--- config.mk ---
export PLATFORM = sky130hd
export DESIGN_NAME = sorted_squares_merge
export DESIGN_NICKNAME = d
export VERILOG_FILES = /design/src/sv/ssm_pkg.sv /design/src/sv/ssm_ram.sv /design/src/sv/ssm_ctrl.sv /design/src/sv/ssm_datapath.sv /design/src/sv/sorted_squares_merge.sv
export VERILOG_INCLUDE_DIRS = /design/src /design/src/sv
export SDC_FILE = /design/constraint.sdc
export NUM_CORES = 2
export LEC_CHECK = 0
export BUFFER_PORTS_ARGS = -buffer_cell sky130_fd_sc_hd__buf_2
export CORE_AREA = 5 5 797 799
export CTS_BUF_LIST = sky130_fd_sc_hd__clkbuf_16
export DETAILED_ROUTE_END_ITERATION = 16
export DIE_AREA = 0 0 802 804
export GPL_TIMING_DRIVEN = 1
export HOLD_SLACK_MARGIN = 0.1
export SLEW_MARGIN = 20
export SYNTH_ARGS = -nofsm -noshare
export SYNTH_HDL_FRONTEND = slang
export SYNTH_HIERARCHICAL = 1
export SYNTH_SLANG_ARGS = --single-unit
--- constraint.sdc ---
create_clock -name clk -period 11.5 [get_ports clk]
set_input_delay 0.575 -clock clk [delete_from_list [all_inputs] [get_ports clk]]
set_output_delay 0.575 -clock clk [all_outputs]
set_load 0.03 [all_outputs]
--- src/sv/assert_macros.svh ---
// ----------------------------------------------------------------------------
// assertion macros shared by the sorted squares merge design
// ----------------------------------------------------------------------------
`ifndef ASSERT_MACROS_SVH
`define ASSERT_MACROS_SVH

// property that must hold at every clock edge outside reset
`define ASSERT_ALWAYS(label, clk, rst, prop, msg) \
  label: assert property (@(posedge clk) disable iff (rst) (prop)) else $error(msg);

// consequent must hold in the cycle after the antecedent
`define ASSERT_NEXT(label, clk, rst, ante, cons, msg) \
  label: assert property (@(posedge clk) disable iff (rst) (ante) |=> (cons)) else $error(msg);

`endif

--- src/sv/ssm_pkg.sv ---
// ----------------------------------------------------------------------------
// ssm_pkg
// shared constants, state codes and control structs of the sorted squares merge
// ----------------------------------------------------------------------------
package ssm_pkg;

  // capacity of one run
  localparam int MAX_LEN = 64;
  localparam int ADDR_W  = $clog2(MAX_LEN);
  localparam int CNT_W   = $clog2(MAX_LEN + 1);

  // field widths
  localparam int VAL_W = 16;
  localparam int MAG_W = 16;
  localparam int SQ_W  = 31;

  // controller states, one-hot
  typedef enum logic [5:0] {
    ST_LOAD   = 6'b000001,
    ST_PRIME  = 6'b000010,
    ST_MERGE  = 6'b000100,
    ST_FLUSH  = 6'b001000,
    ST_SETTLE = 6'b010000,
    ST_EMIT   = 6'b100000
  } state_t;

  // commands from controller to datapath
  typedef struct packed {
    logic accept;
    logic prime;
    logic step;
    logic emit;
  } cmd_t;

  // status from datapath to controller
  typedef struct packed {
    logic merge_last;
    logic emit_done;
  } status_t;

endpackage

--- src/sv/ssm_ram.sv ---
// ----------------------------------------------------------------------------
// ssm_ram
// generic single write port ram with one registered read port
// ----------------------------------------------------------------------------
module ssm_ram #(
  parameter int WIDTH = 16,
  parameter int DEPTH = 64
) (
  input  logic                                    clk,
  input  logic                                    wr_en,
  input  logic [(DEPTH > 1 ? $clog2(DEPTH) : 1)-1:0] wr_addr,
  input  logic [WIDTH-1:0]                        wr_data,
  input  logic [(DEPTH > 1 ? $clog2(DEPTH) : 1)-1:0] rd_addr,
  output logic [WIDTH-1:0]                        rd_data
);

  logic [WIDTH-1:0] mem [DEPTH];

  // write port
  always_ff @(posedge clk) begin
    if (wr_en) begin
      mem[wr_addr] <= wr_data;
    end
  end

  // registered read port
  always_ff @(posedge clk) begin
    rd_data <= mem[rd_addr];
  end

endmodule

--- src/sv/ssm_ctrl.sv ---
// ----------------------------------------------------------------------------
// ssm_ctrl
// run controller: load, merge, flush and emit sequencing
// ----------------------------------------------------------------------------
`include "assert_macros.svh"

module ssm_ctrl (
  input  logic             clk,
  input  logic             rst,
  input  logic             in_valid,
  input  logic             final_item,
  output logic             in_stall,
  input  ssm_pkg::status_t status,
  output ssm_pkg::cmd_t    cmd
);

  ssm_pkg::state_t state;
  ssm_pkg::state_t state_next;

  // next state
  always_comb begin
    state_next = state;
    case (state)
      ssm_pkg::ST_LOAD: begin
        if (in_valid && final_item) begin
          state_next = ssm_pkg::ST_PRIME;
        end
      end
      ssm_pkg::ST_PRIME: begin
        state_next = ssm_pkg::ST_MERGE;
      end
      ssm_pkg::ST_MERGE: begin
        if (status.merge_last) begin
          state_next = ssm_pkg::ST_FLUSH;
        end
      end
      ssm_pkg::ST_FLUSH: begin
        state_next = ssm_pkg::ST_SETTLE;
      end
      ssm_pkg::ST_SETTLE: begin
        state_next = ssm_pkg::ST_EMIT;
      end
      ssm_pkg::ST_EMIT: begin
        if (status.emit_done) begin
          state_next = ssm_pkg::ST_LOAD;
        end
      end
      default: begin
        state_next = ssm_pkg::ST_LOAD;
      end
    endcase
  end

  // state register
  always_ff @(posedge clk) begin
    if (rst) begin
      state <= ssm_pkg::ST_LOAD;
    end else begin
      state <= state_next;
    end
  end

  // commands
  always_comb begin
    cmd.accept = (state == ssm_pkg::ST_LOAD) && in_valid;
    cmd.prime  = (state == ssm_pkg::ST_PRIME);
    cmd.step   = (state == ssm_pkg::ST_MERGE);
    cmd.emit   = (state == ssm_pkg::ST_EMIT);
  end

  assign in_stall = (state != ssm_pkg::ST_LOAD);

  // a marked beat always starts the merge
  `ASSERT_NEXT(a_final_starts_merge, clk, rst, cmd.accept && final_item, state == ssm_pkg::ST_PRIME, "final beat did not start merge")
  // the last result hands control back to loading
  `ASSERT_NEXT(a_emit_done_to_load, clk, rst, status.emit_done, !in_stall, "input not reopened after run")

endmodule

--- src/sv/ssm_datapath.sv ---
// ----------------------------------------------------------------------------
// ssm_datapath
// element stores, two-pointer merge, square pipeline and result register
// ----------------------------------------------------------------------------
`include "assert_macros.svh"

module ssm_datapath (
  input  logic                              clk,
  input  logic                              rst,
  input  ssm_pkg::cmd_t                     cmd,
  output ssm_pkg::status_t                  status,
  input  logic signed [ssm_pkg::VAL_W-1:0]  value,
  output logic                              out_valid,
  input  logic                              out_stall,
  output logic [ssm_pkg::SQ_W-1:0]          square,
  output logic                              last_result,
  output logic                              overflowed
);

  // run bookkeeping
  logic [ssm_pkg::CNT_W-1:0]  count;
  logic                       ovf;
  logic                       has_room;
  logic [ssm_pkg::ADDR_W-1:0] last_idx;

  // merge pointers
  logic [ssm_pkg::ADDR_W-1:0] lo;
  logic [ssm_pkg::ADDR_W-1:0] lo_next;
  logic [ssm_pkg::ADDR_W-1:0] hi;
  logic [ssm_pkg::ADDR_W-1:0] hi_next;
  logic [ssm_pkg::CNT_W-1:0]  dst;
  logic [ssm_pkg::VAL_W-1:0]  rd_left;
  logic [ssm_pkg::VAL_W-1:0]  rd_right;
  logic [ssm_pkg::MAG_W-1:0]  mag_left;
  logic [ssm_pkg::MAG_W-1:0]  mag_right;
  logic                       take_left;

  // square pipeline
  logic                        wr_pending;
  logic [ssm_pkg::ADDR_W-1:0]  wr_addr;
  logic [ssm_pkg::MAG_W-1:0]   wr_mag;
  logic [2*ssm_pkg::MAG_W-1:0] sq_full;

  // emit side
  logic [ssm_pkg::ADDR_W-1:0] ptr;
  logic [ssm_pkg::ADDR_W-1:0] ptr_next;
  logic [ssm_pkg::SQ_W-1:0]   sq_rd;
  logic                       emit_fire;
  logic                       emit_last;

  function automatic logic [ssm_pkg::MAG_W-1:0] magnitude(
    input logic [ssm_pkg::VAL_W-1:0] v
  );
    logic [ssm_pkg::MAG_W-1:0] m;
    m = ssm_pkg::MAG_W'(v);
    if (v[ssm_pkg::VAL_W-1]) begin
      m = ssm_pkg::MAG_W'(~v) + ssm_pkg::MAG_W'(1);
    end
    return m;
  endfunction

  assign has_room = (count < ssm_pkg::CNT_W'(ssm_pkg::MAX_LEN));
  assign last_idx = ssm_pkg::ADDR_W'(count - ssm_pkg::CNT_W'(1));

  // element store, one copy per merge pointer
  ssm_ram #(
    .WIDTH (ssm_pkg::VAL_W),
    .DEPTH (ssm_pkg::MAX_LEN)
  ) u_elem_left (
    .clk     (clk),
    .wr_en   (cmd.accept && has_room),
    .wr_addr (count[ssm_pkg::ADDR_W-1:0]),
    .wr_data (value),
    .rd_addr (lo_next),
    .rd_data (rd_left)
  );

  ssm_ram #(
    .WIDTH (ssm_pkg::VAL_W),
    .DEPTH (ssm_pkg::MAX_LEN)
  ) u_elem_right (
    .clk     (clk),
    .wr_en   (cmd.accept && has_room),
    .wr_addr (count[ssm_pkg::ADDR_W-1:0]),
    .wr_data (value),
    .rd_addr (hi_next),
    .rd_data (rd_right)
  );

  // compare magnitudes at both ends, ties go left
  assign mag_left  = magnitude(rd_left);
  assign mag_right = magnitude(rd_right);
  assign take_left = (mag_left >= mag_right);

  // pointer update, read addresses follow the next pointers
  always_comb begin
    lo_next = lo;
    hi_next = hi;
    if (cmd.prime) begin
      lo_next = '0;
      hi_next = last_idx;
    end else if (cmd.step) begin
      if (take_left) begin
        lo_next = lo + ssm_pkg::ADDR_W'(1);
      end else if (hi != '0) begin
        hi_next = hi - ssm_pkg::ADDR_W'(1);
      end
    end
  end

  always_ff @(posedge clk) begin
    lo <= lo_next;
    hi <= hi_next;
  end

  // destination counter and square stage register
  always_ff @(posedge clk) begin
    if (cmd.prime) begin
      dst <= count;
    end else if (cmd.step) begin
      dst     <= dst - ssm_pkg::CNT_W'(1);
      wr_addr <= ssm_pkg::ADDR_W'(dst - ssm_pkg::CNT_W'(1));
      wr_mag  <= take_left ? mag_left : mag_right;
    end
  end

  always_ff @(posedge clk) begin
    if (rst) begin
      wr_pending <= 1'b0;
    end else begin
      wr_pending <= cmd.step;
    end
  end

  assign status.merge_last = cmd.step && (dst == ssm_pkg::CNT_W'(1));

  // squaring ahead of the square store
  assign sq_full = (2 * ssm_pkg::MAG_W)'(wr_mag) * (2 * ssm_pkg::MAG_W)'(wr_mag);

  ssm_ram #(
    .WIDTH (ssm_pkg::SQ_W),
    .DEPTH (ssm_pkg::MAX_LEN)
  ) u_square (
    .clk     (clk),
    .wr_en   (wr_pending),
    .wr_addr (wr_addr),
    .wr_data (sq_full[ssm_pkg::SQ_W-1:0]),
    .rd_addr (ptr_next),
    .rd_data (sq_rd)
  );

  // emit pointer, read data always matches ptr once it has settled
  assign emit_fire = cmd.emit && (!out_valid || !out_stall);
  assign emit_last = (ptr == last_idx);
  assign status.emit_done = emit_fire && emit_last;

  always_comb begin
    ptr_next = ptr;
    if (emit_fire) begin
      ptr_next = emit_last ? '0 : ptr + ssm_pkg::ADDR_W'(1);
    end
  end

  always_ff @(posedge clk) begin
    if (rst) begin
      ptr <= '0;
    end else begin
      ptr <= ptr_next;
    end
  end

  // run count and overflow flag
  always_ff @(posedge clk) begin
    if (rst) begin
      count <= '0;
      ovf   <= 1'b0;
    end else if (status.emit_done) begin
      count <= '0;
      ovf   <= 1'b0;
    end else if (cmd.accept) begin
      if (has_room) begin
        count <= count + ssm_pkg::CNT_W'(1);
      end else begin
        ovf <= 1'b1;
      end
    end
  end

  // result register
  always_ff @(posedge clk) begin
    if (rst) begin
      out_valid <= 1'b0;
    end else if (emit_fire) begin
      out_valid <= 1'b1;
    end else if (!out_stall) begin
      out_valid <= 1'b0;
    end
  end

  always_ff @(posedge clk) begin
    if (emit_fire) begin
      square      <= sq_rd;
      last_result <= emit_last;
      overflowed  <= ovf;
    end
  end

  // the stored count never passes capacity
  `ASSERT_ALWAYS(a_count_bound, clk, rst, count <= ssm_pkg::CNT_W'(ssm_pkg::MAX_LEN), "element count above capacity")
  // the two merge pointers never cross while stepping
  `ASSERT_ALWAYS(a_ptr_order, clk, rst, !cmd.step || (lo <= hi), "merge pointers crossed")
  // the write to the bottom slot is the last of the merge
  `ASSERT_NEXT(a_bottom_last, clk, rst, wr_pending && (wr_addr == '0), !wr_pending, "square write after bottom slot")

endmodule

--- src/sv/sorted_squares_merge.sv ---
// ----------------------------------------------------------------------------
// sorted_squares_merge
// squares of a sorted run of signed values, emitted in non-decreasing order
// ----------------------------------------------------------------------------
//
//   channel  handshake            payload
//   input    in_valid / in_stall  value, final_item
//   output   out_valid / out_stall square, last_result, overflowed
//
// loading takes one cycle per beat; a beat past 64 elements is dropped and flagged
// after the final beat: a priming state, one merge step per element (one pointer
// step per cycle, set by the registered reads of the two element store copies),
// square store flush and settle, then one result per cycle while out_stall is low
// the input is stalled from the final beat until the last result enters the
// output register; no clearing pass after reset, reset is synchronous
// ----------------------------------------------------------------------------
module sorted_squares_merge (
  input  logic                              clk,
  input  logic                              rst,
  input  logic                              in_valid,
  output logic                              in_stall,
  input  logic signed [ssm_pkg::VAL_W-1:0]  value,
  input  logic                              final_item,
  output logic                              out_valid,
  input  logic                              out_stall,
  output logic [ssm_pkg::SQ_W-1:0]          square,
  output logic                              last_result,
  output logic                              overflowed
);

  ssm_pkg::cmd_t    cmd;
  ssm_pkg::status_t status;

  // sequencing
  ssm_ctrl u_ctrl (
    .clk        (clk),
    .rst        (rst),
    .in_valid   (in_valid),
    .final_item (final_item),
    .in_stall   (in_stall),
    .status     (status),
    .cmd        (cmd)
  );

  // storage, merge and result path
  ssm_datapath u_datapath (
    .clk         (clk),
    .rst         (rst),
    .cmd         (cmd),
    .status      (status),
    .value       (value),
    .out_valid   (out_valid),
    .out_stall   (out_stall),
    .square      (square),
    .last_result (last_result),
    .overflowed  (overflowed)
  );

endmodule
==> impl_metrics.json <==
{
  "whs_path_depth": 1,
  "synth_top_cell_by_area": "sky130_fd_sc_hd__edfxtp_1",
  "report.final.slew_viol_count": 0,
  "post_synth_instance_area_sq_um": 168700,
  "totalNegativeSetupSlack_ns": 0,
  "run_status": "finished clean",
  "rsz0062_at_grt": "no",
  "clock_skew_ns": 0.08147,
  "ys_seq_elements": 4191,
  "firstDrtPassIters": 6,
  "clock-sinks": 4191,
  "r2r_cells": 22,
  "critPathCaptureType": "flop",
  "synth-seq-area-share": 0.7402,
  "fillCellCount": 59860,
  "avgSynthCellArea_sq_um": 20.07,
  "post_cts.repair.setup_buffers": 0,
  "detail_route.vias_per_cell": 4.696,
  "total_switching_power_w": 0.009247,
  "post_route_fraction_of_the_period_consumed_by_the_critical_path": 0.6701,
  "regArea_sq_um": 124900,
  "data_required_time_at_the_worst_endpoint_ns": 12.16,
  "die_w_microns": 802,
  "die_h_microns": 804,
  "synth_enable_flop_cells": 4094,
  "critical_path_peak_fanout": 64,
  "fin_crit_ns": 7.707,
  "cellInternalPower_w": 0.02641,
  "netlist_top_cells_count": "sky130_fd_sc_hd__edfxtp_1 (4094), sky130_fd_sc_hd__mux4_2 (843), sky130_fd_sc_hd__mux2i_1 (468), sky130_fd_sc_hd__nor2_1 (298), sky130_fd_sc_hd__inv_1 (272)",
  "finalSetupViolations": 0,
  "grt_antenna_before_repair": 21,
  "worst_r2r_endpoint": "u_datapath/u_square/mem[25][29]",
  "numCtsBuffers": 410,
  "rows": 291,
  "peakVddDrop_mv": 0.1745,
  "setup.worst_path.class": "reg2reg",
  "nets_final": 9143,
  "timing.max_cap.violations": 0,
  "relSlewSlack": 0.1930,
  "holdCritPathClass": "in2reg",
  "finalWirelength_microns": 415400,
  "clock_tree.buffer_depth": 4,
  "routedWlPerCell_microns": 23.69,
  "worst_ep_arrival_time_ns": 8.37,
  "worst_setup_hold_path_clk_slew_ns": 0.06,
  "dp_hpwl_microns": 240100,
  "num_vias": 82330,
  "syn2layout_area_growth_pct": 14.93,
  "layout.core_utilization": 0.3094,
  "area_taken_by_multi_input_logic_gates_sq_um": 41510,
  "maxClockFrequency_mhz": 129.8,
  "track_usage": 0.1246,
  "power.density_nw_per_um2": 183.9,
  "post_synth_main_area_contributors": "sky130_fd_sc_hd__edfxtp_1 (73%), sky130_fd_sc_hd__mux4_2 (11%), sky130_fd_sc_hd__mux2i_1 (2.8%), sky130_fd_sc_hd__fa_1 (1.9%), sky130_fd_sc_hd__dfxtp_1 (1.2%)",
  "layout-drive-gt1-share": 0.2217,
  "power.share.clock": 0.361,
  "clk_latency_ns": 1.03,
  "number_of_h_tree_branching_levels": 5,
  "boundaryPins": 56,
  "cts-root-buf": "sky130_fd_sc_hd__clkbuf_16",
  "cellLeakagePower_nw": 60.07,
  "route.detailed.drc": 0,
  "power_frac_comb": 0.142,
  "place_congestion": 0.7854,
  "r2r-start": "u_datapath/wr_mag[10]",
  "fp.coreArea_sq_um": 626600,
  "layout_setup_ws_ns": 3.793,
  "sequentialPowerShare": 0.496,
  "final_hold_viol_count": 0,
  "synth_flop_cell": "sky130_fd_sc_hd__edfxtp_1",
  "initial_utilization": 0.2693,
  "ant_nets": 0,
  "number_of_global_route_vias_before_repair": 82570,
  "port_buffers": 55,
  "detailedPlace.worstSlack_ns": 3.784,
  "synth.most_common_cell": "sky130_fd_sc_hd__edfxtp_1",
  "count_of_cell_types_in_the_netlist": 83,
  "drt-initial-drc-count": 8090,
  "ys_async_sr_fraction": 0,
  "synth.yosys.warnings": 6,
  "post_synth_inst_count": 8406,
  "die_area_sq_um": 644800,
  "proportion_of_netlist_area_held_by_the_largest_area_contributor": 0.7287,
  "grt_max_degree": 129,
  "first_pass_grt_wire_length_microns": 600600,
  "tritoncts": "yes",
  "r2r_slack_ns": 3.79,
  "grt-ovfl-total": 0,
  "swShare": 0.2593,
  "worst_slew_pin_slew_ns": 1.200,
  "startpoint_type": "flop",
  "holdPathEnd": "u_datapath/u_elem_left/mem[23][11]",
  "worst_hold_startpoint": "value[11]"
}
[stage by stage]
| step | cells | hold WS, ns | cell area [sq um] | power, W |
|---|---|---|---|---|
| floorplan | 8471 | 0.3855 | 169000 | 0.02141 |
| global placement | 16760 | 0.3890 | 180800 | 0.02312 |
| detailed placement | 16760 | 0.3895 | 180800 | 0.02317 |
| CTS | 17520 | 0.1191 | 193900 | 0.03603 |
| global route | 17530 | 0.1344 | 193900 | 0.03700 |
| finish | 17530 | 0.1727 | 193900 | 0.03566 |
[final cells by class]
class                   instances  area share
multi-input cells            3563      0.2141
inverters                     272    0.005265
clock buffers                 411     0.05304
flip-flops and latches       4191      0.6440
well taps                    8350     0.05388
repair buffers                401     0.01614
clock inverters               337     0.01347
diodes                          6  0.00007743
[worst max-delay path by stage]
stage                          startpoint                         endpoint  cells after the start
detailed placement   u_datapath/wr_mag[1]  u_datapath/u_square/mem[16][29]                     22
finish              u_datapath/wr_mag[10]  u_datapath/u_square/mem[25][29]                     22
CTS                  u_datapath/wr_mag[1]  u_datapath/u_square/mem[51][29]                     22
floorplan            u_datapath/wr_mag[0]   u_datapath/u_square/mem[0][30]                     20
global route         u_datapath/wr_mag[1]  u_datapath/u_square/mem[51][29]                     22
global placement     u_datapath/wr_mag[1]  u_datapath/u_square/mem[29][30]                     22
[routing by layer]
metal  wire, microns  track usage  vias to the layer above
met5              13            0                        -
met3           28300      0.02104                      583
met1          176200       0.1718                    43890
li1                -            -                    34970
met4           10890      0.03176                        2
met2          200000       0.2046                     2893
[layout by cell type, fill, tap and decap left out, drive strengths merged, types with 96 or more instances in the layout]
cell type / instances
mux2i: 468
mux4: 851
clkbuf: 411
a21oi: 96
o21ai: 104
dfxtp: 97
edfxtp: 4094
inv: 384
nor2: 305
fa: 163
clkinv: 188
ha: 120
buf: 386
nand2: 253
a22oi: 182
[kinds of logic (layout without fill, tap and decap cells)]
group	count (synthesis)	after routing	share of synthesized area
AOI/OAI and AO/OA	794	794	0.03244
xor gates and xnor gates	83	83	0.004390
adders and majority gates	283	283	0.02824
buffers and inverters	717	1421	0.02140
DFF	4191	4191	0.7402
muxes	1385	1385	0.1459
other	1	72	0.00002223
and+or+nand+nor	952	952	0.02739
[sequential cells by signal, indices dropped and copies added (netlist names), 7 cells and up]
name,flops
u_datapath/u_elem_right/mem,1024
u_datapath/count,7
u_datapath/dst,7
u_datapath/u_elem_right/rd_data,16
u_datapath/u_elem_left/rd_data,16
u_datapath/u_square/rd_data,31
u_datapath/square,31
u_datapath/u_square/mem,1984
u_datapath/u_elem_left/mem,1024
u_datapath/wr_mag,16
[worst max-delay path, stage by stage, from the launching register on]
cell                       delay, ns
sky130_fd_sc_hd__edfxtp_1       0.69
sky130_fd_sc_hd__and2_1         0.31
sky130_fd_sc_hd__fa_1           0.55
sky130_fd_sc_hd__inv_1          0.05
sky130_fd_sc_hd__fa_1           0.49
sky130_fd_sc_hd__inv_1          0.06
sky130_fd_sc_hd__fa_1           0.51
sky130_fd_sc_hd__inv_1          0.05
sky130_fd_sc_hd__fa_1           0.48
sky130_fd_sc_hd__inv_1          0.06
sky130_fd_sc_hd__fa_1           0.52
sky130_fd_sc_hd__inv_1          0.05
sky130_fd_sc_hd__fa_1           0.54
sky130_fd_sc_hd__inv_1          0.05
sky130_fd_sc_hd__ha_1           0.38
sky130_fd_sc_hd__and2_1         0.28
sky130_fd_sc_hd__nand4_1        0.16
sky130_fd_sc_hd__a21oi_1        0.19
sky130_fd_sc_hd__nor2_1         0.11
sky130_fd_sc_hd__o311ai_1       0.82
sky130_fd_sc_hd__a221oi_1       0.26
sky130_fd_sc_hd__xnor2_2        0.19
sky130_fd_sc_hd__buf_4          0.54
[repair_timing]
action,in CTS,in global routing
endpoints found under the hold margin,366,0
resized for setup,0,0
hold buffers,15,0
[power by group through the flow]
stage	Combinational [W]	Sequential, W	Clock (W)
after global placement	0.00510	0.0180	0
after floorplan	0.00337	0.0180	0
final	0.00508	0.0177	0.0129
after CTS	0.00516	0.0177	0.0132
after global routing	0.00546	0.0177	0.0138
after detailed placement	0.00514	0.0180	0
(Power assumes the default switching activity.)
